`config.mk`:
```
export PLATFORM = sky130hd
export DESIGN_NAME = ble_tracker_table_with_aging
export DESIGN_NICKNAME = d
export VERILOG_FILES = /design/src/sv/btt_pkg.sv /design/src/sv/btt_ram.sv /design/src/sv/ble_tracker_table_with_aging.sv
export SDC_FILE = /design/constraint.sdc
export NUM_CORES = 2
export LEC_CHECK = 0
export BUFFER_PORTS_ARGS = -buffer_cell sky130_fd_sc_hd__buf_2
export CAP_MARGIN = 0
export CORE_AREA = 10 10 706 708
export CTS_BUF_LIST = sky130_fd_sc_hd__clkbuf_2
export DETAILED_ROUTE_END_ITERATION = 8
export DIE_AREA = 0 0 716 718
export PLACE_DENSITY = 0.49
export SETUP_SLACK_MARGIN = 0.05
export SLEW_MARGIN = 5
export SYNTH_ARGS = -nofsm -noshare
export SYNTH_HDL_FRONTEND = slang
export SYNTH_HIERARCHICAL = 1
export SYNTH_SLANG_ARGS = --single-unit
```
`constraint.sdc`:
```
create_clock -name clock -period 50.5 [get_ports clock]
set_input_delay 10.1 -clock clock [delete_from_list [all_inputs] [get_ports clock]]
set_output_delay 10.1 -clock clock [all_outputs]
set_load 0.02 [all_outputs]
```
`src/sv/btt_pkg.sv`:
```
// package for the tracker beacon table: sizes, codes, entry type, fsm states
// used by the top level of the block; depends on nothing

package btt_pkg;

   localparam int MaxEntries   = 16;
   localparam int IdxW         = 4;
   localparam int CntW         = 5;
   localparam int PayloadBytes = 8;

   localparam logic [15:0] IdKind1 = 16'h004C;
   localparam logic [15:0] IdKind2 = 16'h0075;
   localparam logic [15:0] IdKind3 = 16'h0059;
   localparam logic [31:0] TimeoutReset = 32'd30000;

   typedef enum logic [1:0] {
      ACT_OBSERVE = 2'd0,
      ACT_SWEEP   = 2'd1,
      ACT_CLEAR   = 2'd2,
      ACT_READ    = 2'd3
   } action_type;

   typedef enum logic [2:0] {
      ST_UPDATED  = 3'd0,
      ST_INSERTED = 3'd1,
      ST_IGNORED  = 3'd2,
      ST_FULL     = 3'd3,
      ST_DONE     = 3'd4,
      ST_BADIDX   = 3'd5
   } status_type;

   typedef struct packed {
      logic [47:0] addr;
      logic [7:0]  adv_type;
      logic [7:0]  rssi;
      logic [1:0]  kind;
      logic [31:0] seen;
      logic [63:0] payload;
   } entry_type;

   localparam int EntryW = $bits(entry_type);

   typedef enum logic [2:0] {
      FSM_IDLE,
      FSM_MATCH,
      FSM_SWEEP,
      FSM_READ,
      FSM_RESP
   } fsm_type;

   // tracker kind from the little-endian manufacturer id
   function automatic logic [1:0] kind_of(input logic [63:0] bytes, input logic [7:0] len);
      logic [1:0] k;
      k = 2'd0;
      if (len >= 8'd2) begin
         if (bytes[15:0] == IdKind1) k = 2'd1;
         else if (bytes[15:0] == IdKind2) k = 2'd2;
         else if (bytes[15:0] == IdKind3) k = 2'd3;
      end
      return k;
   endfunction

   // keep only the first len bytes
   function automatic logic [63:0] trim_payload(input logic [63:0] bytes, input logic [7:0] len);
      logic [63:0] p;
      for (int b = 0; b < PayloadBytes; b++) begin
         p[8*b +: 8] = (len > 8'(b)) ? bytes[8*b +: 8] : 8'd0;
      end
      return p;
   endfunction

endpackage

```
`src/sv/btt_ram.sv`:
```
// generic single-port-write, single-read ram with registered read data
// no dependencies

module btt_ram #(
   parameter int Width = 8,
   parameter int Depth = 16
) (
   input  logic                     clock,
   input  logic                     wr_en,
   input  logic [$clog2(Depth)-1:0] wr_addr,
   input  logic [Width-1:0]         wr_data,
   input  logic [$clog2(Depth)-1:0] rd_addr,
   output logic [Width-1:0]         rd_data
);

   logic [Width-1:0] mem_ff [Depth];

   // write and registered read
   always_ff @(posedge clock) begin
      if (wr_en) mem_ff[wr_addr] <= wr_data;
      rd_data <= mem_ff[rd_addr];
   end

endmodule

```
`src/sv/ble_tracker_table_with_aging.sv`:
```
// top level of the tracker beacon table: control sequencer around one entry ram
// depends on btt_pkg and btt_ram

// One word is taken when start is high and busy low; its result is given
// with rsp_valid high for one cycle and cannot be stalled. Observe and sweep
// walk the table through the single entry ram with one read in flight at a
// time, so each entry visited is read before the next read is issued; read
// fetches one entry and clear touches no entry. No new word is taken while
// an item is in progress; the next word can be taken in the cycle after the
// result. The count of valid entries lives in a register; the ram needs no
// clearing after reset.
module ble_tracker_table_with_aging (
   input  logic        clock,
   input  logic        reset,
   input  logic        start,
   output logic        busy,
   input  logic [1:0]  req_action,
   input  logic [47:0] req_dev_addr,
   input  logic [7:0]  req_dev_addr_type,
   input  logic signed [7:0] req_signal_rssi,
   input  logic [7:0]  req_mfg_length,
   input  logic [63:0] req_mfg_bytes,
   input  logic [31:0] req_now_ms,
   input  logic [3:0]  req_entry_index,
   input  logic        csr_valid,
   output logic        csr_ready,
   input  logic [31:0] csr_age_timeout_ms,
   output logic        rsp_valid,
   output logic [2:0]  rsp_status,
   output logic [4:0]  rsp_entry_count,
   output logic [47:0] rsp_out_addr,
   output logic [7:0]  rsp_out_addr_type,
   output logic signed [7:0] rsp_out_rssi,
   output logic [1:0]  rsp_out_kind,
   output logic [31:0] rsp_out_last_seen,
   output logic [63:0] rsp_out_payload
);

   btt_pkg::fsm_type state_ff, state_in;
   logic [31:0] timeout_ff;
   logic [btt_pkg::CntW-1:0] count_ff, count_in;
   logic [btt_pkg::CntW-1:0] rd_ptr_ff, rd_ptr_in;   // next entry to read
   logic [btt_pkg::CntW-1:0] wr_ptr_ff, wr_ptr_in;   // compaction write slot
   logic                     pend_ff, pend_in;       // read data valid this cycle
   logic [btt_pkg::IdxW-1:0] pend_idx_ff, pend_idx_in;

   // captured request
   logic [1:0]  act_ff;
   logic [47:0] addr_ff;
   logic [7:0]  atype_ff, rssi_ff, len_ff;
   logic [63:0] bytes_ff;
   logic [31:0] now_ff;
   logic [3:0]  idx_ff;

   // result register
   logic [2:0]          st_ff, st_in;
   btt_pkg::entry_type  res_ff, res_in;
   logic                rv_ff;

   logic                     we;
   logic [btt_pkg::IdxW-1:0] wa, ra;
   btt_pkg::entry_type       wd, rd;
   logic [btt_pkg::EntryW-1:0] rd_bits;

   btt_ram #(.Width(btt_pkg::EntryW), .Depth(btt_pkg::MaxEntries)) u_ram (
      .clock  (clock),
      .wr_en  (we),
      .wr_addr(wa),
      .wr_data(wd),
      .rd_addr(ra),
      .rd_data(rd_bits)
   );
   assign rd = btt_pkg::entry_type'(rd_bits);

   logic accept;
   assign accept    = start && !busy;
   assign busy      = (state_ff != btt_pkg::FSM_IDLE);
   assign csr_ready = 1'b1;

   logic [31:0] age;
   logic        keep;
   logic [1:0]  kind;
   logic        last_read;
   assign age       = now_ff - rd.seen;
   assign keep      = !(age > timeout_ff);
   assign kind      = btt_pkg::kind_of(bytes_ff, len_ff);
   assign ra        = rd_ptr_ff[btt_pkg::IdxW-1:0];
   assign last_read = (rd_ptr_ff >= count_ff);

   // next state
   always_comb begin
      state_in = state_ff;
      unique case (state_ff)
         btt_pkg::FSM_IDLE: begin
            if (accept) begin
               unique case (btt_pkg::action_type'(req_action))
                  btt_pkg::ACT_OBSERVE: state_in = btt_pkg::FSM_MATCH;
                  btt_pkg::ACT_SWEEP:   state_in = btt_pkg::FSM_SWEEP;
                  btt_pkg::ACT_CLEAR:   state_in = btt_pkg::FSM_RESP;
                  btt_pkg::ACT_READ:    state_in = btt_pkg::FSM_READ;
               endcase
            end
         end
         btt_pkg::FSM_MATCH: begin
            if (kind == 2'd0) state_in = btt_pkg::FSM_RESP;
            else if (pend_ff && rd.addr == addr_ff) state_in = btt_pkg::FSM_RESP;
            else if (!pend_ff && last_read) state_in = btt_pkg::FSM_RESP;
         end
         btt_pkg::FSM_SWEEP: begin
            if (!pend_ff && last_read) state_in = btt_pkg::FSM_RESP;
         end
         btt_pkg::FSM_READ: begin
            if (pend_ff || !({1'b0, idx_ff} < count_ff))
               state_in = btt_pkg::FSM_RESP;
         end
         btt_pkg::FSM_RESP: state_in = btt_pkg::FSM_IDLE;
         default: state_in = btt_pkg::FSM_IDLE;
      endcase
   end

   // datapath and outputs of the sequencer
   always_comb begin
      count_in    = count_ff;
      rd_ptr_in   = rd_ptr_ff;
      wr_ptr_in   = wr_ptr_ff;
      pend_in     = 1'b0;
      pend_idx_in = ra;
      st_in       = st_ff;
      res_in      = res_ff;
      we          = 1'b0;
      wa          = pend_idx_ff;
      wd          = rd;
      unique case (state_ff)
         btt_pkg::FSM_IDLE: begin
            rd_ptr_in = '0;
            wr_ptr_in = '0;
            res_in    = '0;
            if (accept && btt_pkg::action_type'(req_action) == btt_pkg::ACT_CLEAR) begin
               count_in = '0;
               st_in    = btt_pkg::ST_DONE;
            end else if (accept && btt_pkg::action_type'(req_action) == btt_pkg::ACT_READ) begin
               // point the first read at the requested entry
               rd_ptr_in = {1'b0, req_entry_index};
            end
         end
         btt_pkg::FSM_MATCH: begin
            if (kind == 2'd0) begin
               st_in  = btt_pkg::ST_IGNORED;
               res_in = '0;
            end else if (pend_ff && rd.addr == addr_ff) begin
               wd      = rd;
               wd.rssi = rssi_ff;
               wd.seen = now_ff;
               we      = 1'b1;
               st_in   = btt_pkg::ST_UPDATED;
               res_in  = wd;
            end else if (!pend_ff && last_read) begin
               if (count_ff >= btt_pkg::CntW'(btt_pkg::MaxEntries)) begin
                  st_in  = btt_pkg::ST_FULL;
                  res_in = '0;
               end else begin
                  wd.addr      = addr_ff;
                  wd.adv_type  = atype_ff;
                  wd.rssi      = rssi_ff;
                  wd.kind      = kind;
                  wd.seen      = now_ff;
                  wd.payload   = btt_pkg::trim_payload(bytes_ff, len_ff);
                  wa           = count_ff[btt_pkg::IdxW-1:0];
                  we           = 1'b1;
                  count_in     = count_ff + 1'b1;
                  st_in        = btt_pkg::ST_INSERTED;
                  res_in       = wd;
               end
            end else if (!pend_ff) begin
               // one read in flight at a time keeps match and update ordered
               pend_in   = 1'b1;
               rd_ptr_in = rd_ptr_ff + 1'b1;
            end
         end
         btt_pkg::FSM_SWEEP: begin
            if (pend_ff && keep) begin
               we        = 1'b1;
               wa        = wr_ptr_ff[btt_pkg::IdxW-1:0];
               wr_ptr_in = wr_ptr_ff + 1'b1;
            end
            if (!pend_ff && last_read) begin
               count_in = wr_ptr_ff;
               st_in    = btt_pkg::ST_DONE;
               res_in   = '0;
            end else if (!pend_ff) begin
               pend_in   = 1'b1;
               rd_ptr_in = rd_ptr_ff + 1'b1;
            end
         end
         btt_pkg::FSM_READ: begin
            rd_ptr_in = {1'b0, idx_ff};
            if (!({1'b0, idx_ff} < count_ff)) begin
               st_in  = btt_pkg::ST_BADIDX;
               res_in = '0;
            end else if (pend_ff) begin
               st_in  = btt_pkg::ST_DONE;
               res_in = rd;
            end else begin
               pend_in = 1'b1;
            end
         end
         btt_pkg::FSM_RESP: ;
         default: ;
      endcase
   end

   // control registers
   always_ff @(posedge clock) begin
      if (reset) begin
         state_ff   <= btt_pkg::FSM_IDLE;
         count_ff   <= '0;
         timeout_ff <= btt_pkg::TimeoutReset;
         pend_ff    <= 1'b0;
         rv_ff      <= 1'b0;
         rd_ptr_ff  <= '0;
         wr_ptr_ff  <= '0;
      end else begin
         state_ff  <= state_in;
         count_ff  <= count_in;
         pend_ff   <= pend_in;
         rd_ptr_ff <= rd_ptr_in;
         wr_ptr_ff <= wr_ptr_in;
         rv_ff     <= (state_in == btt_pkg::FSM_RESP) && (state_ff != btt_pkg::FSM_RESP);
         if (csr_valid && csr_ready) timeout_ff <= csr_age_timeout_ms;
      end
   end

   // payload registers
   always_ff @(posedge clock) begin
      pend_idx_ff <= pend_idx_in;
      st_ff       <= st_in;
      res_ff      <= res_in;
      if (accept) begin
         act_ff   <= req_action;
         addr_ff  <= req_dev_addr;
         atype_ff <= req_dev_addr_type;
         rssi_ff  <= req_signal_rssi;
         len_ff   <= req_mfg_length;
         bytes_ff <= req_mfg_bytes;
         now_ff   <= req_now_ms;
         idx_ff   <= req_entry_index;
      end
   end

   assign rsp_valid         = rv_ff;
   assign rsp_status        = st_ff;
   assign rsp_entry_count   = count_ff;
   assign rsp_out_addr      = res_ff.addr;
   assign rsp_out_addr_type = res_ff.adv_type;
   assign rsp_out_rssi      = res_ff.rssi;
   assign rsp_out_kind      = res_ff.kind;
   assign rsp_out_last_seen = res_ff.seen;
   assign rsp_out_payload   = res_ff.payload;

   // table never exceeds its depth
   a_count_max: assert property (@(posedge clock) disable iff (reset)
      count_ff <= btt_pkg::CntW'(btt_pkg::MaxEntries))
      else $error("entry count above table depth");

   // a result is only given while an item is in progress
   a_rsp_busy: assert property (@(posedge clock) disable iff (reset)
      rsp_valid |-> busy)
      else $error("result without an item");

   // compaction never overtakes the read pointer
   a_compact: assert property (@(posedge clock) disable iff (reset)
      state_ff == btt_pkg::FSM_SWEEP |-> wr_ptr_ff <= rd_ptr_ff)
      else $error("compaction write ahead of read");

   // sweep never grows the table
   a_sweep_shrinks: assert property (@(posedge clock) disable iff (reset)
      (rsp_valid && act_ff == btt_pkg::ACT_SWEEP) |->
         count_ff <= $past(count_ff, 2) || $past(reset, 2))
      else $error("sweep grew the table");

endmodule
```
Word level (Yosys, flattened, before mapping)

Memories as Yosys holds them, arrays and structs flattened. A register that Yosys moved wholly into a read port is not among the register bits.
Cells that the tools add are included.
W data, S select, Z words.

Order comparisons: 13
$add $sub $neg: 4
Muxes and demuxes: 77
Reduce and logical (&&, ||, !) cells: 24
Eq/ne operators: 21

Operator list:

| operator              | count |
|---|---|
| $mux W162             | 12 |
| $pmux W162 S4         | 1 |
| $mux W8               | 8 |
| $mux W5               | 11 |
| $eq A16 B7 Y1 const B | 3 |
| $eq A48 B48 Y1        | 1 |
| $mux W3               | 12 |
| $pmux W3 S4           | 3 |
| $gt A32 B32 Y1        | 1 |
| $gt A8 B3 Y1 const B  | 4 |
| $sub A32 B32 Y32      | 1 |
| $mux W4               | 7 |
| $pmux W5 S4           | 1 |
| $gt A8 B1 Y1 const B  | 2 |
| $gt A8 B2 Y1 const B  | 2 |
| $add A5 B1 Y5 const B | 3 |
| $pmux W5 S3           | 1 |
| $ne A2 B2 Y1 const B  | 7 |
| $mux W1               | 12 |
| $mux W2               | 5 |
| $pmux W5 S2           | 1 |
| $ge A8 B2 Y1 const B  | 1 |
| $pmux W4 S2           | 1 |
| $logic_and A1 B1 Y1   | 7 |
| 24 further kinds      | 32 |

RAM bits: 2592
Bits in registers: 393
Input bits: 210
Word-level logic and storage cells: 162
Output and inout bits: 173
Memories: 1

Memory list:

| memory       | depth | bits a word | rd ports | clocked after memory_dff | wr ports | line          | text |
|---|---|---|---|---|---|---|---|
| u_ram.mem_ff | 16    | 162         | 1        | 1                        | 1        | btt_ram.sv:16 | `logic [Width-1:0] mem_ff [Depth];` |

Longest topological paths before layout

Depth after elaboration: 10
Mapped depth: 25
Gate-level depth less buffers: 24

Modules after synthesis

Netlist, hierarchy kept.

Modules (own cells, without submodules):

| module                       | cells each | area an instance (um^2) | instances | sequential area each (um^2) |
|---|---|---|---|---|
| btt_ram                      | 4248       | 100706.6                | 1         | 81077.8 |
| ble_tracker_table_with_aging | 1784       | 19738.9                 | 1         | 11240.8 |

Worst setup path after synthesis

OpenSTA, ideal clock, no wires.

Kind: register to register
Start: register now_ff[0]
End: memory u_ram/mem_ff[0][0] in the netlist's numbering, enable pin
Slack: 34105 ps
Period minus slack after synthesis: 16395 ps
Arrival time: 15514 ps
Setup time: 882 ps
Stages on the path, launching flop included: 25
Cell sequence: edfxtp_1 inv_1 ha_1 inv_1 fa_1 a21o_1 nand4_1 a2111oi_0 nand2b_1 o31a_1 o31a_1 a211o_1 a21oi_1 xnor2_1 ha_1 nor2b_1 o21ai_0 o2111ai_1 a21boi_0 o21ai_0 buf_2 mux2i_1 o21ai_0 or3b_2 nor3_1

RTL lines:

| element                | line                                | text |
|---|---|---|
| from (decl)            | ble_tracker_table_with_aging.sv:52  | `logic [31:0] now_ff;` |
| from (signal assigned) | ble_tracker_table_with_aging.sv:245 | `now_ff <= req_now_ms;` |
| $sub A32 B32 Y32       | ble_tracker_table_with_aging.sv:84  | `assign age = now_ff - rd.seen;` |
| $gt A32 B32 Y1         | ble_tracker_table_with_aging.sv:85  | `assign keep = !(age > timeout_ff);` |
| $logic_not A1 Y1       | ble_tracker_table_with_aging.sv:85  |  |
| $logic_and A1 B1 Y1    | ble_tracker_table_with_aging.sv:181 | `if (pend_ff && keep) begin` |
| $mux W4                | ble_tracker_table_with_aging.sv:181 |  |
| $pmux W4 S2            | ble_tracker_table_with_aging.sv:133 | `unique case (state_ff)` |
| via wa (one bit)       | ble_tracker_table_with_aging.sv:61  | `logic [btt_pkg::IdxW-1:0] wa, ra;` |
| to (decl)              | btt_ram.sv:16                       |  |

The timed path passes the listed nets, and every way through them passes these cells.

Worst setup path after layout

Start: register state_ff[2]
End: output port busy

Word-level cells in the longest chain between the ends: 1

RTL lines:

| element                | line                                | text |
|---|---|---|
| from (decl)            | ble_tracker_table_with_aging.sv:39  | `btt_pkg::fsm_type state_ff, state_in;` |
| from (signal assigned) | ble_tracker_table_with_aging.sv:215 | `state_ff <= btt_pkg::FSM_IDLE;` |
| from (signal assigned) | ble_tracker_table_with_aging.sv:223 | `state_ff <= state_in;` |
| $reduce_bool A3 Y1     | ble_tracker_table_with_aging.sv:77  | `assign busy = (state_ff != btt_pkg::FSM_IDLE);` |
| to (decl)              | ble_tracker_table_with_aging.sv:16  | `output logic busy,` |

Every way passes these cells.

==> out/results.ini <==
[status]
status=finished clean

[detailed_routing]
drt_iter0_markers=5591
dr.pass1.iters=5
drt-wirelength-per-cell_um=25.69
ant_nets=0
totalWireLength_um=365800
drc=0
avgViaCountPerCell=4.515
vias=64290

[cts]
cts_max_level=6
cts-buffers-inserted=809
cts_buffer_depth=4
cts-root-buf=clkbuf_2
clock-sinks=3147
cts_tree=done
cts_resized=0
cts_setup_buffers=0
cts.reportedPaths.clkPinSlew_ps=120
clock_latency_ps=2290
cts_hold_buf=0

[setup_path]
arrival_ps=3730
crit_slowest_cell=nor3_1
cp_max_fo=14
crit_type=flop to primary output
endpoint_kind=primary output
cp.required_ps=40400
r2r_cells=27
cp_slowest_stage_delay_ps=530
r2r-end=u_ram/mem_ff[6][122]
cp_cell_sequence=nor3_1 > inv_1 > buf_2
cp-start-kind=flop
rrSetupSlack_ps=40570
reg2reg_from=now_ff[0]

[layout]
post-route-util=0.2856
fillers=48560
layout-drive-gt1-share=0.3478
nets=7372
areaGrowthSynthToFinish_pct=14.84

[die]
io_pins=383
initial_core_util=0.2487
row_count=256
die-area_um2=514100
coreArea_um2=484300
die_height_um=718
die_w_um=716

[global_routing]
grtUsageTotal=0.1368
antenna_found_initial=48
overflow=0
grt_pass1_vias=67620
grt_pass1_wl_um=509600
grt_max_degree=129

[sta]
finalSetupViolations=0
setup_tns_ps=0
rsz0062_at_grt=false
worst_pin_slew_ps=1169
hold_violations=0
fmax_ghz=0.07231
clock_skew_ps=343.1
relSlewSlack=0.2122
post-route-period-util=0.2739
finalCriticalPeriod_ps=13830
final_max_slew_viol_count=0

[synthesis]
synth_top_area_frac=0.7302
synth.most_common_cell=edfxtp_1
yosysSeqAreaShare=0.7665
netlist_instances=6032
synth_seq_cells=3147
synth.distinct_cells=74
yosys.area.top_type=edfxtp_1
synthTopCellsByArea=edfxtp_1 (73%), mux4_2 (11%), dfxtp_1 (3.6%), a22oi_1 (1.7%), nand2_1 (1.5%)
avgSynthCellArea_um2=19.97
synthArstFlopShare=0
syn_area_um2=120400
syn_nets=6322
synth_commonest_cells=edfxtp_1 (2929), mux4_2 (600), nand2_1 (484)
synth_edf_count=2929
yosys_warnings=6
synth_ff_type=edfxtp_1

[place]
gp_congestion=0.7693
port_buffers=381
hpwl_um=207700

[power]
ir_worst_vdd_v=0.00002545
p_leak_nw=45.95
power_density_nw_per_um2=47.53

[worst_hold_path]
worst_hold_startpoint=u_ram/mem_ff[11][20]
whs_path_depth=3
min_to=u_ram/rd_data[20]
hold_class=flop to flop

[flow_run]
max-cap-violations=0

[per-stage QoR]
stage,power (W),hold slack (ps),cells,setup WS (ps),cell area (um^2)
final,0.006575,436.7,14240,36670,138300
after global routing,0.006930,476.3,14230,36250,138300
after CTS,0.006675,430.4,14210,36260,138300
after detailed placement,0.004806,487.1,12720,37760,130400
after global placement,0.004758,479.8,12720,37800,130400
after floorplan,0.004317,391.7,6032,34100,120400
[final cells by class]
cell class | instances | area (um^2) | area share
sequential | 3147 | 92330 | 0.6675
multi-input combinational | 2488 | 26320 | 0.1903
tap | 6450 | 8070 | 0.05834
clock buffer | 1272 | 6366 | 0.04602
timing repair buffer | 552 | 3353 | 0.02424
clock inverter | 222 | 1498 | 0.01083
inverter | 84 | 322.8 | 0.002334
antenna | 25 | 62.56 | 0.0004523
[worst max-delay path by stage]
stage	slack (ps)	to	from	cells after the start
2_1_floorplan	34100	u_ram/mem_ff[0][0]	now_ff[0]	24
3_3_place_gp	37800	bytes_ff[38]	start	5
3_5_place_dp	37760	bytes_ff[41]	start	5
4_1_cts	36260	busy	state_ff[2]	3
5_1_grt	36250	busy	state_ff[2]	3
6_report	36670	busy	state_ff[2]	3
[power by group]
| group | switching [W] | internal (W) | leakage (nW) |
|---|---|---|---|
| Combinational | 0.000865 | 0.000489 | 11.2 |
| Clock | 0.00107 | 0.000768 | 6.01 |
| Sequential | 0.000117 | 0.00326 | 28.7 |
| Total | 0.00206 | 0.00452 | 45.9 |
[state kept, by name (all words and copies together) (netlist names), 8 cells and up]
signal             count
rsp_out_rssi           8
len_ff                 8
bytes_ff              64
rssi_ff                8
u_ram/mem_ff        2592
now_ff                32
atype_ff               8
u_ram/rd_data        162
addr_ff               48
rsp_out_last_seen     32
timeout_ff            32
rsp_out_addr          48
rsp_out_payload       64
rsp_out_addr_type      8
[cell usage in the layout, fill, tap and decap left out, types with 83 or more instances in the layout]
cell type     n
a22oi_1     269
buf_2       381
buf_4       158
clkbuf_2   1272
clkinv_1    136
dfxtp_1     213
edfxtp_1   2929
inv_1        83
mux2_2      127
mux4_2      600
nand2_1     483
o21ai_0     138
[worst max-delay path, delay by kind of cell (launching register included)]
family / cells / cell delay [ps]
flops: 1 / 500
buf+inv: 2 / 460
simple gates: 1 / 530
[metal layers]
layer | track usage | up-vias | part of all wire
li1 | - | 27290 | -
met1 | 0.1892 | 34000 | 0.44
met2 | 0.2130 | 2430 | 0.46
met3 | 0.03276 | 547 | 0.073
met4 | 0.04074 | 14 | 0.026
met5 | 0 | - | 0.00025
[cell families after synthesis]
family                   count (synthesis)  share of synthesized area
adder cells (fa/ha/maj)                 80                   0.008373
AO/OA/AOI/OAI                          737                    0.04312
multiplexers                           793                     0.1296
flip-flops                            3147                     0.7665
buffers and inverters                  397                    0.01653
XOR/XNOR                                85                   0.006181
other                                    1                 0.00003113
AND/OR/NAND/NOR                        792                    0.02972
No activity file was read; power rests on OpenSTA's default activity.
